`src/rtl/core/lfc_pkg.sv`:
```
// Shared types and constants for the link failover controller.
// Used by lfc_cfg_regs, lfc_core and link_failover_controller; depends on nothing.

package lfc_pkg;

	localparam int unsigned CFG_ADDR_W = 3;
	localparam int unsigned CFG_DATA_W = 32;
	localparam int unsigned S_TDATA_W  = 40;
	localparam int unsigned M_TDATA_W  = 48;

	localparam logic [CFG_ADDR_W-1:0] REG_ETH_LINK_TO   = 3'd0;
	localparam logic [CFG_ADDR_W-1:0] REG_ETH_CLOUD_TO  = 3'd1;
	localparam logic [CFG_ADDR_W-1:0] REG_CELL_LINK_TO  = 3'd2;
	localparam logic [CFG_ADDR_W-1:0] REG_CELL_CLOUD_TO = 3'd3;
	localparam logic [CFG_ADDR_W-1:0] REG_ETH_RETRY     = 3'd4;
	localparam logic [CFG_ADDR_W-1:0] REG_ETH_KEEPALIVE = 3'd5;
	localparam logic [CFG_ADDR_W-1:0] REG_CELL_KEEPALIVE = 3'd6;
	localparam logic [CFG_ADDR_W-1:0] REG_BACKUP_COLOR  = 3'd7;

	localparam logic [31:0] RST_ETH_LINK_TO    = 32'd30000;
	localparam logic [31:0] RST_ETH_CLOUD_TO   = 32'd60000;
	localparam logic [31:0] RST_CELL_LINK_TO   = 32'd600000;
	localparam logic [31:0] RST_CELL_CLOUD_TO  = 32'd300000;
	localparam logic [31:0] RST_ETH_RETRY      = 32'd300000;
	localparam logic [31:0] RST_ETH_KEEPALIVE  = 32'd25000;
	localparam logic [31:0] RST_CELL_KEEPALIVE = 32'd1380000;
	localparam logic [23:0] RST_BACKUP_COLOR   = 24'hFFFF00;

	// backup color that selects the default theme instead of a custom one
	localparam logic [23:0] DEFAULT_THEME_COLOR = 24'h00FFFF;

	localparam logic [1:0] LINK_NONE = 2'd0;
	localparam logic [1:0] LINK_ETH  = 2'd1;
	localparam logic [1:0] LINK_CELL = 2'd2;

	localparam logic [1:0] LED_KEEP    = 2'd0;
	localparam logic [1:0] LED_DEFAULT = 2'd1;
	localparam logic [1:0] LED_BACKUP  = 2'd2;

	typedef struct packed {
		logic [31:0] eth_link_timeout_ms;
		logic [31:0] eth_cloud_timeout_ms;
		logic [31:0] cell_link_timeout_ms;
		logic [31:0] cell_cloud_timeout_ms;
		logic [31:0] eth_retry_period_ms;
		logic [31:0] eth_keepalive_ms;
		logic [31:0] cell_keepalive_ms;
		logic [23:0] backup_color;
	} cfg_t;

	typedef struct packed {
		logic [31:0] now_ms;
		logic        eth_adapter_present;
		logic        eth_link_ready;
		logic        cell_link_ready;
		logic        cloud_connected;
		logic        cloud_disconnected;
	} poll_t;

	typedef struct packed {
		logic [3:0]  fsm_state;
		logic [1:0]  active_link;
		logic        link_changed;
		logic        eth_connect_cmd;
		logic        eth_disconnect_cmd;
		logic        cell_connect_cmd;
		logic        cell_disconnect_cmd;
		logic        cloud_connect_cmd;
		logic        cloud_disconnect_cmd;
		logic [31:0] keepalive_set_ms;
		logic [1:0]  led_theme;
	} result_t;

endpackage

```
`src/rtl/core/lfc_cfg_regs.sv`:
```
// Configuration register file for the link failover controller.
// Depends on lfc_pkg for register indexes, reset values and cfg_t.

module lfc_cfg_regs (
	input  logic                             clk,
	input  logic                             arst_n,
	input  logic                             cfg_we,
	input  logic [lfc_pkg::CFG_ADDR_W-1:0]   cfg_addr,
	input  logic [lfc_pkg::CFG_DATA_W-1:0]   cfg_wdata,
	output lfc_pkg::cfg_t                    cfg
);

	lfc_pkg::cfg_t cfg_q;

	always_ff @(posedge clk or negedge arst_n) begin
		if (!arst_n) begin
			cfg_q.eth_link_timeout_ms   <= lfc_pkg::RST_ETH_LINK_TO;
			cfg_q.eth_cloud_timeout_ms  <= lfc_pkg::RST_ETH_CLOUD_TO;
			cfg_q.cell_link_timeout_ms  <= lfc_pkg::RST_CELL_LINK_TO;
			cfg_q.cell_cloud_timeout_ms <= lfc_pkg::RST_CELL_CLOUD_TO;
			cfg_q.eth_retry_period_ms   <= lfc_pkg::RST_ETH_RETRY;
			cfg_q.eth_keepalive_ms      <= lfc_pkg::RST_ETH_KEEPALIVE;
			cfg_q.cell_keepalive_ms     <= lfc_pkg::RST_CELL_KEEPALIVE;
			cfg_q.backup_color          <= lfc_pkg::RST_BACKUP_COLOR;
		end else if (cfg_we) begin
			unique case (cfg_addr)
				lfc_pkg::REG_ETH_LINK_TO:    cfg_q.eth_link_timeout_ms   <= cfg_wdata;
				lfc_pkg::REG_ETH_CLOUD_TO:   cfg_q.eth_cloud_timeout_ms  <= cfg_wdata;
				lfc_pkg::REG_CELL_LINK_TO:   cfg_q.cell_link_timeout_ms  <= cfg_wdata;
				lfc_pkg::REG_CELL_CLOUD_TO:  cfg_q.cell_cloud_timeout_ms <= cfg_wdata;
				lfc_pkg::REG_ETH_RETRY:      cfg_q.eth_retry_period_ms   <= cfg_wdata;
				lfc_pkg::REG_ETH_KEEPALIVE:  cfg_q.eth_keepalive_ms      <= cfg_wdata;
				lfc_pkg::REG_CELL_KEEPALIVE: cfg_q.cell_keepalive_ms     <= cfg_wdata;
				lfc_pkg::REG_BACKUP_COLOR:   cfg_q.backup_color          <= cfg_wdata[23:0];
				default: ;
			endcase
		end
	end

	assign cfg = cfg_q;

endmodule

```
`src/rtl/core/lfc_core.sv`:
```
// Failover state machine: state, entry time, adapter flag and active link,
// plus the per-poll step logic. Depends on lfc_pkg.

module lfc_core (
	input  logic              clk,
	input  logic              arst_n,
	input  logic              step_en,
	input  lfc_pkg::poll_t    poll,
	input  lfc_pkg::cfg_t     cfg,
	output lfc_pkg::result_t  res
);

	typedef enum logic [3:0] {
		ST_START          = 4'd0,
		ST_TRY_ETH        = 4'd1,
		ST_WAIT_ETH_LINK  = 4'd2,
		ST_WAIT_ETH_CLOUD = 4'd3,
		ST_ETH_CLOUD      = 4'd4,
		ST_TRY_CELL       = 4'd5,
		ST_WAIT_CELL_LINK = 4'd6,
		ST_WAIT_CELL_CLOUD = 4'd7,
		ST_CELL_CLOUD     = 4'd8,
		ST_WAIT_TEARDOWN  = 4'd10
	} state_t;

	state_t      state_q, state_d;
	logic [31:0] entered_q, entered_d;
	logic        adapter_q, adapter_d;
	logic [1:0]  link_q, link_d;
	logic [31:0] elapsed;

	assign elapsed = poll.now_ms - entered_q;

	always_comb begin
		state_d   = state_q;
		entered_d = entered_q;
		adapter_d = adapter_q;
		link_d    = link_q;
		res       = '0;
		res.led_theme = lfc_pkg::LED_KEEP;
		unique case (state_q)
			ST_TRY_ETH: begin
				res.led_theme           = lfc_pkg::LED_DEFAULT;
				link_d                  = lfc_pkg::LINK_NONE;
				entered_d               = poll.now_ms;
				res.cell_disconnect_cmd = 1'b1;
				res.eth_connect_cmd     = 1'b1;
				state_d                 = ST_WAIT_ETH_LINK;
			end
			ST_WAIT_ETH_LINK: begin
				if (poll.eth_link_ready) begin
					res.cloud_connect_cmd = 1'b1;
					state_d               = ST_WAIT_ETH_CLOUD;
				end else if (elapsed >= cfg.eth_link_timeout_ms) begin
					state_d = ST_TRY_CELL;
				end
			end
			ST_WAIT_ETH_CLOUD: begin
				if (poll.cloud_connected) begin
					link_d               = lfc_pkg::LINK_ETH;
					res.keepalive_set_ms = cfg.eth_keepalive_ms;
					entered_d            = poll.now_ms;
					state_d              = ST_ETH_CLOUD;
				end else if (elapsed >= cfg.eth_cloud_timeout_ms) begin
					res.cloud_disconnect_cmd = 1'b1;
					res.eth_disconnect_cmd   = 1'b1;
					state_d                  = ST_TRY_CELL;
				end
			end
			ST_ETH_CLOUD: begin
				if (!poll.cloud_connected) begin
					entered_d = poll.now_ms;
					state_d   = ST_WAIT_ETH_CLOUD;
				end
			end
			ST_TRY_CELL: begin
				link_d = lfc_pkg::LINK_NONE;
				res.led_theme = (cfg.backup_color != lfc_pkg::DEFAULT_THEME_COLOR) ?
					lfc_pkg::LED_BACKUP : lfc_pkg::LED_DEFAULT;
				entered_d              = poll.now_ms;
				res.eth_disconnect_cmd = 1'b1;
				res.cell_connect_cmd   = 1'b1;
				state_d                = ST_WAIT_CELL_LINK;
			end
			ST_WAIT_CELL_LINK: begin
				if (poll.cell_link_ready) begin
					res.cloud_connect_cmd = 1'b1;
					state_d               = ST_WAIT_CELL_CLOUD;
				end else if (elapsed >= cfg.cell_link_timeout_ms && adapter_q) begin
					state_d = ST_TRY_ETH;
				end
			end
			ST_WAIT_CELL_CLOUD: begin
				if (poll.cloud_connected) begin
					res.keepalive_set_ms = cfg.cell_keepalive_ms;
					link_d               = lfc_pkg::LINK_CELL;
					entered_d            = poll.now_ms;
					state_d              = ST_CELL_CLOUD;
				end else if (elapsed >= cfg.cell_cloud_timeout_ms && adapter_q) begin
					res.cloud_disconnect_cmd = 1'b1;
					state_d                  = ST_TRY_ETH;
				end
			end
			ST_CELL_CLOUD: begin
				if (!poll.cloud_connected) begin
					entered_d = poll.now_ms;
					state_d   = ST_WAIT_CELL_CLOUD;
				end else if (elapsed >= cfg.eth_retry_period_ms && adapter_q) begin
					// close the cloud session and wait for it to end before trying Ethernet
					res.cloud_disconnect_cmd = 1'b1;
					link_d                   = lfc_pkg::LINK_NONE;
					state_d                  = ST_WAIT_TEARDOWN;
				end
			end
			ST_WAIT_TEARDOWN: begin
				if (poll.cloud_disconnected) begin
					state_d = ST_TRY_ETH;
				end
			end
			default: begin
				// start state; unused codes behave the same
				adapter_d = adapter_q | poll.eth_adapter_present;
				state_d   = adapter_d ? ST_TRY_ETH : ST_TRY_CELL;
			end
		endcase
		res.fsm_state    = state_d;
		res.active_link  = link_d;
		res.link_changed = (link_d != link_q);
	end

	always_ff @(posedge clk or negedge arst_n) begin
		if (!arst_n) begin
			state_q   <= ST_START;
			entered_q <= '0;
			adapter_q <= 1'b0;
			link_q    <= lfc_pkg::LINK_NONE;
		end else if (step_en) begin
			state_q   <= state_d;
			entered_q <= entered_d;
			adapter_q <= adapter_d;
			link_q    <= link_d;
		end
	end

endmodule

```
`src/rtl/core/link_failover_controller.sv`:
```
// Top level of the link failover controller: stream ports, input register,
// result register. Depends on lfc_pkg, lfc_cfg_regs and lfc_core.

// One poll request is taken per clock cycle while the input register is empty or
// advancing. A request is captured in an input register, the failover step runs
// combinationally on it and its result is loaded into the output register when
// the result slot is free or being emptied; the block sustains one poll per
// cycle as long as results are taken. The state machine registers update in the
// same cycle as the result register, which keeps back-to-back polls exact.
// Configuration registers take effect from the next poll processed after the
// write.

module link_failover_controller (
	input  logic                           clk,
	input  logic                           arst_n,
	// config write port
	input  logic                           cfg_we,
	input  logic [lfc_pkg::CFG_ADDR_W-1:0] cfg_addr,
	input  logic [lfc_pkg::CFG_DATA_W-1:0] cfg_wdata,
	// poll requests
	input  logic                           s_tvalid,
	output logic                           s_tready,
	// [31:0] now_ms, [32] eth_adapter_present, [33] eth_link_ready,
	// [34] cell_link_ready, [35] cloud_connected, [36] cloud_disconnected, [39:37] zero
	input  logic [lfc_pkg::S_TDATA_W-1:0]  s_tdata,
	// results
	output logic                           m_tvalid,
	input  logic                           m_tready,
	// [3:0] fsm_state, [5:4] active_link, [6] link_changed, [7] eth_connect_cmd,
	// [8] eth_disconnect_cmd, [9] cell_connect_cmd, [10] cell_disconnect_cmd,
	// [11] cloud_connect_cmd, [12] cloud_disconnect_cmd, [44:13] keepalive_set_ms,
	// [46:45] led_theme, [47] zero
	output logic [lfc_pkg::M_TDATA_W-1:0]  m_tdata
);

	lfc_pkg::cfg_t    cfg;
	lfc_pkg::poll_t   poll_s1;
	lfc_pkg::result_t res;
	lfc_pkg::result_t res_q;
	logic             valid_s1;
	logic             out_valid_q;
	logic             advance;
	logic             step_en;

	lfc_cfg_regs u_cfg (
		.clk       (clk),
		.arst_n    (arst_n),
		.cfg_we    (cfg_we),
		.cfg_addr  (cfg_addr),
		.cfg_wdata (cfg_wdata),
		.cfg       (cfg)
	);

	// advance when the result slot is free or being emptied
	assign advance  = !out_valid_q || m_tready;
	assign step_en  = valid_s1 && advance;
	assign s_tready = !valid_s1 || advance;

	always_ff @(posedge clk or negedge arst_n) begin
		if (!arst_n) begin
			valid_s1    <= 1'b0;
			out_valid_q <= 1'b0;
		end else begin
			if (s_tready) begin
				valid_s1 <= s_tvalid;
			end
			if (advance) begin
				out_valid_q <= valid_s1;
			end
		end
	end

	always_ff @(posedge clk) begin
		if (s_tvalid && s_tready) begin
			poll_s1.now_ms              <= s_tdata[31:0];
			poll_s1.eth_adapter_present <= s_tdata[32];
			poll_s1.eth_link_ready      <= s_tdata[33];
			poll_s1.cell_link_ready     <= s_tdata[34];
			poll_s1.cloud_connected     <= s_tdata[35];
			poll_s1.cloud_disconnected  <= s_tdata[36];
		end
		if (step_en) begin
			res_q <= res;
		end
	end

	lfc_core u_core (
		.clk     (clk),
		.arst_n  (arst_n),
		.step_en (step_en),
		.poll    (poll_s1),
		.cfg     (cfg),
		.res     (res)
	);

	assign m_tvalid = out_valid_q;

	always_comb begin
		m_tdata        = '0;
		m_tdata[3:0]   = res_q.fsm_state;
		m_tdata[5:4]   = res_q.active_link;
		m_tdata[6]     = res_q.link_changed;
		m_tdata[7]     = res_q.eth_connect_cmd;
		m_tdata[8]     = res_q.eth_disconnect_cmd;
		m_tdata[9]     = res_q.cell_connect_cmd;
		m_tdata[10]    = res_q.cell_disconnect_cmd;
		m_tdata[11]    = res_q.cloud_connect_cmd;
		m_tdata[12]    = res_q.cloud_disconnect_cmd;
		m_tdata[44:13] = res_q.keepalive_set_ms;
		m_tdata[46:45] = res_q.led_theme;
	end

endmodule
```
`config.mk`:
```
export PLATFORM = sky130hd
export DESIGN_NAME = link_failover_controller
export DESIGN_NICKNAME = d
export VERILOG_FILES = /design/src/rtl/core/lfc_pkg.sv /design/src/rtl/core/lfc_cfg_regs.sv /design/src/rtl/core/lfc_core.sv /design/src/rtl/core/link_failover_controller.sv
export SDC_FILE = /design/constraint.sdc
export NUM_CORES = 1
export LEC_CHECK = 0
export ABC_AREA = 0
export BUFFER_PORTS_ARGS = -buffer_cell sky130_fd_sc_hd__buf_2
export CAP_MARGIN = 20
export CORE_MARGIN = 2
export CORE_UTILIZATION = 50
export CTS_BUF_LIST = sky130_fd_sc_hd__clkbuf_4
export DETAILED_ROUTE_END_ITERATION = 16
export GPL_TIMING_DRIVEN = 0
export HOLD_SLACK_MARGIN = 0.05
export PLACE_DENSITY = 0.72
export SYNTH_ARGS = -nofsm -noshare
export SYNTH_HDL_FRONTEND = slang
export SYNTH_HIERARCHICAL = 1
export SYNTH_SLANG_ARGS = --single-unit
```
`constraint.sdc`:
```
create_clock -name clk -period 14.9 [get_ports clk]
set_input_delay 0.745 -clock clk [delete_from_list [all_inputs] [get_ports clk]]
set_output_delay 0.745 -clock clk [all_outputs]
set_load 0.01 [all_outputs]
```
Word-level counts from Yosys, hierarchy flattened
Cells that the tools add are included.

storage, ports and cells
  input bits = 80
  output and inout bits = 50
  bits in registers = 372
  word-level logic and storage cells = 123

operators by class
  magnitude comparators = 5
  reductions and logical operators = 25
  equality and inequality tests = 20
  multiplexer cells = 40
  add/subtract/negate cells = 1
  bitwise operators = 2

operators with widths
  kind                                                 number
  >= comparator 32 bit                                 5
  two-way mux 32 bit                                   4
  one-hot mux 32 bit (3 select lines)                  1
  one-hot mux 32 bit (2 select lines)                  1
  two-way mux 4 bit                                    12
  one-hot mux 4 bit (9 select lines)                   1
  subtractor 32 bit                                    1
  != test 24 x 16 -> 1 bit, second input constant      1
  AND reduction 2 bit                                  9
  equality test 4 x 3 -> 1 bit, second input constant  4
  equality test 3 bit, second input constant           4
  two-way mux 1 bit                                    10
  two-way mux 2 bit                                    5
  OR reduction 9 bit                                   1
  equality test 4 x 2 -> 1 bit, second input constant  2
  equality test 4 bit, second input constant           2
  one-hot mux 2 bit (4 select lines)                   1
  equality test 3 x 2 -> 1 bit, second input constant  2
  OR reduction 2 bit                                   3
  logical AND 1 bit                                    5
  equality test 4 x 1 -> 1 bit, second input constant  1
  one-hot mux 1 bit (2 select lines)                   2
  one-hot mux 2 bit (2 select lines)                   1
  AND reduction 4 bit                                  1
  other kinds (12)                                     14

Logic depth before layout (Yosys ltp)
  word-level depth = 7
  depth in mapped cells = 25

Hierarchy
The synthesis kept the hierarchy.

by module, submodules not included
  module                    instances  area an instance (um2)  cells an instance
  lfc_cfg_regs              1          9411.5                  534
  lfc_core                  1          7990.2                  1033
  link_failover_controller  1          2637.5                  94

Worst setup path after synthesis
OpenSTA, ideal clock, no wires.

  kind = reg-to-reg
  start point = reg poll_s1[5] (netlist name)
  end point = reg u_core.state_q[1]
  path slack = 9.990 ns
  stages on the path, launching flop included = 25
  arrival time = 4.785 ns
  clock period less this slack = 4.910 ns
  cells stage by stage = edfxtp_1 > inv_1 > ha_1 > inv_1 > fa_1 > a21o_1 > a21oi_1 > o2111ai_1 > a21boi_2 > o31ai_2 > a2111oi_2 > nor3_2 > a21oi_1 > o21bai_1 > xor2_1 > ha_1 > nand4_1 > or3_1 > nor4_1 > a21oi_1 > a41oi_1 > nor4b_1 > a2111oi_0 > nand4_1 > mux2_2

RTL lines
  element                 RTL line                        RTL
  start: declaration      link_failover_controller.sv:37  lfc_pkg::poll_t poll_s1;
  end signal: assignment  lfc_core.sv:138                 state_q <= state_d;
  end: declaration        lfc_core.sv:26                  state_t state_q, state_d;

==> metrics.md <==
| Metric | Value |
|---|---|
| Status | complete, no violations |
| Router iterations before antenna repair | 5 |
| Core Rows | 73 |
| Core area | approximately 0.040 mm² |
| Register area | 0.009839 mm² |
| Total power per unit cell area | 210.4 mW/mm² |
| Max FO, Critical Path | 5 |
| TritonCTS buffer count | 100 |
| Non-Filler Instances | 2526 |
| CTS root buf | clkbuf_4 |
| Initial DRC Count | 790 |
| GRT Util Overall | 22.51% |
| Via Count | roughly 14000 |
| CTS tree | yes |
| Detail Route Antenna Nets | 0 |
| Die area | 0.04170 mm² |
| Reg2reg end | u_core/state_q[1] |
| FF-to-FF path depth | 24 |
| Setup-failing EPs final | 0 |
| Initial antenna violation count | 4 |
| Cell taking the most area after synthesis | dfrtp_1 |
| Final nets | 2183 |
| MaxCap Viol Count | 0 |
| Total detailed-routing wirelength | around 46000 µm |
| RePlAce Congestion | approximately 0.88 |
| Final Util | 58.01% |
| Fillers | 3316 |
| FF+latch count, synth | approximately 370 |
| Post-DR wirelength/cell | 18.10 µm |
| Post-DP HPWL | about 33000 µm |
| Slew of the pin with the lowest slew margin | 0.8660 ns |
| Synth Net Count | approximately 1900 |
| Post-Route Setup TNS | 0 ns |
| Fin crit share | 44.23% |
| Minimum period implied by the final worst setup slack | 6.591 ns |
| Multi-input logic area | just over 0.009 mm² |
| Share of flip-flops with an asynchronous set or reset | 77.48% |
| Fin. max-slew vios | 0 |
| Post-synth EDFFs | 84 |
| DRC | 0 |
| Worst Path Required | 15.59 ns |
| Vias in the first global route | 13978 |
| Reg-to-Reg Start | poll_s1[5] |
| Hold Path Class | in -> reg |
| Largest net degree at the start of global routing | roughly 110 |
| RSZ-0062 raised after global routing | no |
| CP Launch Type | flop |
| Critical path endpoint | u_core/state_q[1] |
| IO Pins | 130 |
| R2r setup slk | 8.31 ns |
| Clk pin slew, worst setup/hold paths | 0.06 ns |
| Most common cell in the synthesized netlist | mux2_2 |
| Area grow syn2layout | 14.76% |
| Layout cells sized above 1 | between 30% and 40% |
| Final Hold Fails | 0 |
| Commonest cells in the synthesized netlist | 262 x mux2_2, 221 x dfrtp_1, 207 x inv_1 |
| First-pass GRT wire length | just over 70000 µm |
| CTS H-Tree Depth | 3 |
| Synthesized area | between 0.02 and 0.025 mm² |
| Clk Latency, worst-skew pair | approximately 0.82 ns |
| Average cell area after synthesis | between 10 and 15 µm² |
| Fmax | 151.7 MHz |
| Chip Height | 204.2 µm |
| Clock tree buffer depth | 3 |
| Total gr overflow | 0 |
| Critical Path Source | poll_s1[5] |
| I/O Buffers | 121 |
| Placed Cells | about 2300 |
| WP data arrival | between 7 and 8 ns |
| Die Width | 204.2 µm |
| Count of unique library cells instantiated by Yosys | 80 |
| Synth area leaders | dfrtp_1 28%, mux2_2 15%, edfxtp_1 13% |
| Static Leak | 10.75 nW |
| Normalized max-slew margin | 41.85% |
| Initial Util | 50.55% |
| Post-synth top flop | dfrtp_1 |
| Yosys top cell area share | 27.60% |
| Register area share after synthesis | around half |
| Synth warnings | 6 |
| Syn Inst Count | 1661 |
| Clk sinks | 373 |
| Peak supply drop | 103.3 µV |
| Placed Area | around 0.021 mm² |
| Via density | 5.408 |
| Crit path kind | reg -> reg |
| CP Capture Type | flop |
| Setup Skew | 0.05665 ns |
| Final instance area | approximately 0.023 mm² |
-- logic make-up (layout without fill, tap and decap cells) --
family,Yosys count,in the layout,share of synthesized area [%]
DFF,373,373,49.10
AOI/OAI and AO/OA,252,252,8.298
other,1,6,0.01871
buffers and inverters,259,594,5.495
muxes,319,319,17.70
and+or+nand+nor,237,237,6.138
adders and majority gates,192,192,12.03
xor gates and xnor gates,28,28,1.224
-- worst min-delay path by stage --
| stage | startpoint | endpoint | slack [ns] | cells after the start |
|---|---|---|---|---|
| floorplan | arst_n | m_tvalid | 0.45 | 0 |
| global placement | u_cfg/cfg[90] | u_cfg/cfg[90] | 0.47 | 1 |
| detailed placement | u_cfg/cfg[107] | u_cfg/cfg[107] | 0.47 | 1 |
| CTS | s_tdata[8] | poll_s1[13] | 0.05 | 1 |
| global route | s_tdata[8] | poll_s1[13] | 0.06 | 1 |
| finish | s_tdata[8] | poll_s1[13] | 0.14 | 1 |
-- through the flow --
step | total power, mW | hold WS [ns] | worst slack (ns)
3_3_place_gp | 3.736 | 0.4669 | 7.834
5_1_grt | 5.245 | 0.06266 | 7.771
4_1_cts | 4.843 | 0.05088 | 8.268
6_report | 4.839 | 0.1351 | 8.309
3_5_place_dp | 3.866 | 0.4747 | 8.251
2_1_floorplan | 3.158 | 0.4494 | 9.990
-- power by group --
part	switching [mW]	internal (mW)	total [mW]
logic	1.43	1.04	2.47
clock network	0.432	0.504	0.936
registers	0.110	1.32	1.43
total	1.97	2.86	4.84
-- cell usage in the layout (no fill, tap or decap), types with 5 or more instances in the layout --
master	netlist	final
buf_4	5	5
nor4_1	6	6
mux2_1	21	21
clkbuf_4	0	159
xor2_1	8	8
clkinv_1	0	19
dfstp_2	68	68
mux2_2	262	262
nor3_1	13	13
buf_2	16	136
o21ai_1	11	11
nand2_1	50	50
a21o_1	39	39
buf_1	9	9
nor2b_1	13	13
nor2_1	73	73
nand4_1	26	26
ha_1	191	191
clkbuf_1	10	10
nand3_1	12	12
mux2i_1	36	36
diode_2	0	5
a21oi_1	78	78
edfxtp_1	84	84
a2111oi_0	6	6
xnor2_1	20	20
a211oi_1	13	13
nand2b_1	15	15
dfrtp_1	221	221
inv_1	207	207
o21a_1	11	11
dlygate4sd3_1	0	24
buf_6	12	12
o21bai_1	6	6
o21ai_0	42	42
-- flip-flops by register name, summed over array words and instances, names as in the netlist, 2 cells and up --
register,flops
u_cfg/cfg,248
u_core/state_q,4
m_tdata,47
poll_s1,37
u_core/link_q,2
u_core/entered_q,32
-- area by class of cell --
| class | instances | share of cell area [%] |
|---|---|---|
| Sequential cell | 373 | 42.79 |
| Buffer | 52 | 1.409 |
| Clock buffer | 159 | 5.190 |
| Multi-Input combinational cell | 1029 | 39.57 |
| Tap cell | 525 | 2.856 |
| Clock inverter | 28 | 0.7073 |
| Inverter | 207 | 3.379 |
| Antenna cell | 5 | 0.05441 |
| Timing Repair Buffer | 148 | 4.048 |
-- timing repair --
action / 4_1_cts / 5_1_grt
resized for setup: 0 / 0
hold buffers: 24 / 0
buffers inserted: 0 / 0
hold endpoints to repair: 98 / 0
-- metal layers --
layer / GRT usage, % / share of wire, % / vias to the layer above
met5: 0 / 0 / -
met4: 8.903 / 2.8 / 0
met3: 4.656 / 5.1 / 102
met2: 36.45 / 47 / 397
met1: 29.66 / 46 / 6674
li1: - / - / 6487
-- worst max-delay path, stage by stage (launching register included) --
cell and delay, ns:
edfxtp_1 0.35, inv_1 0.11, ha_1 0.20, inv_1 0.07
fa_1 0.40, a21o_1 0.17, a21oi_1 0.25, o2111ai_1 0.20
a21boi_2 0.33, o31ai_2 0.16, a2111oi_2 0.34, nor3_2 0.11
a21oi_1 0.20, o21bai_1 0.10, xor2_1 0.57, ha_1 0.25
nand4_1 0.08, or3_1 0.36, nor4_1 0.51, a21oi_1 0.14
a41oi_1 0.40, nor4b_1 0.13, a2111oi_0 0.50, nand4_1 0.25
mux2_2 0.32
No activity file was read; power rests on OpenSTA's default activity.
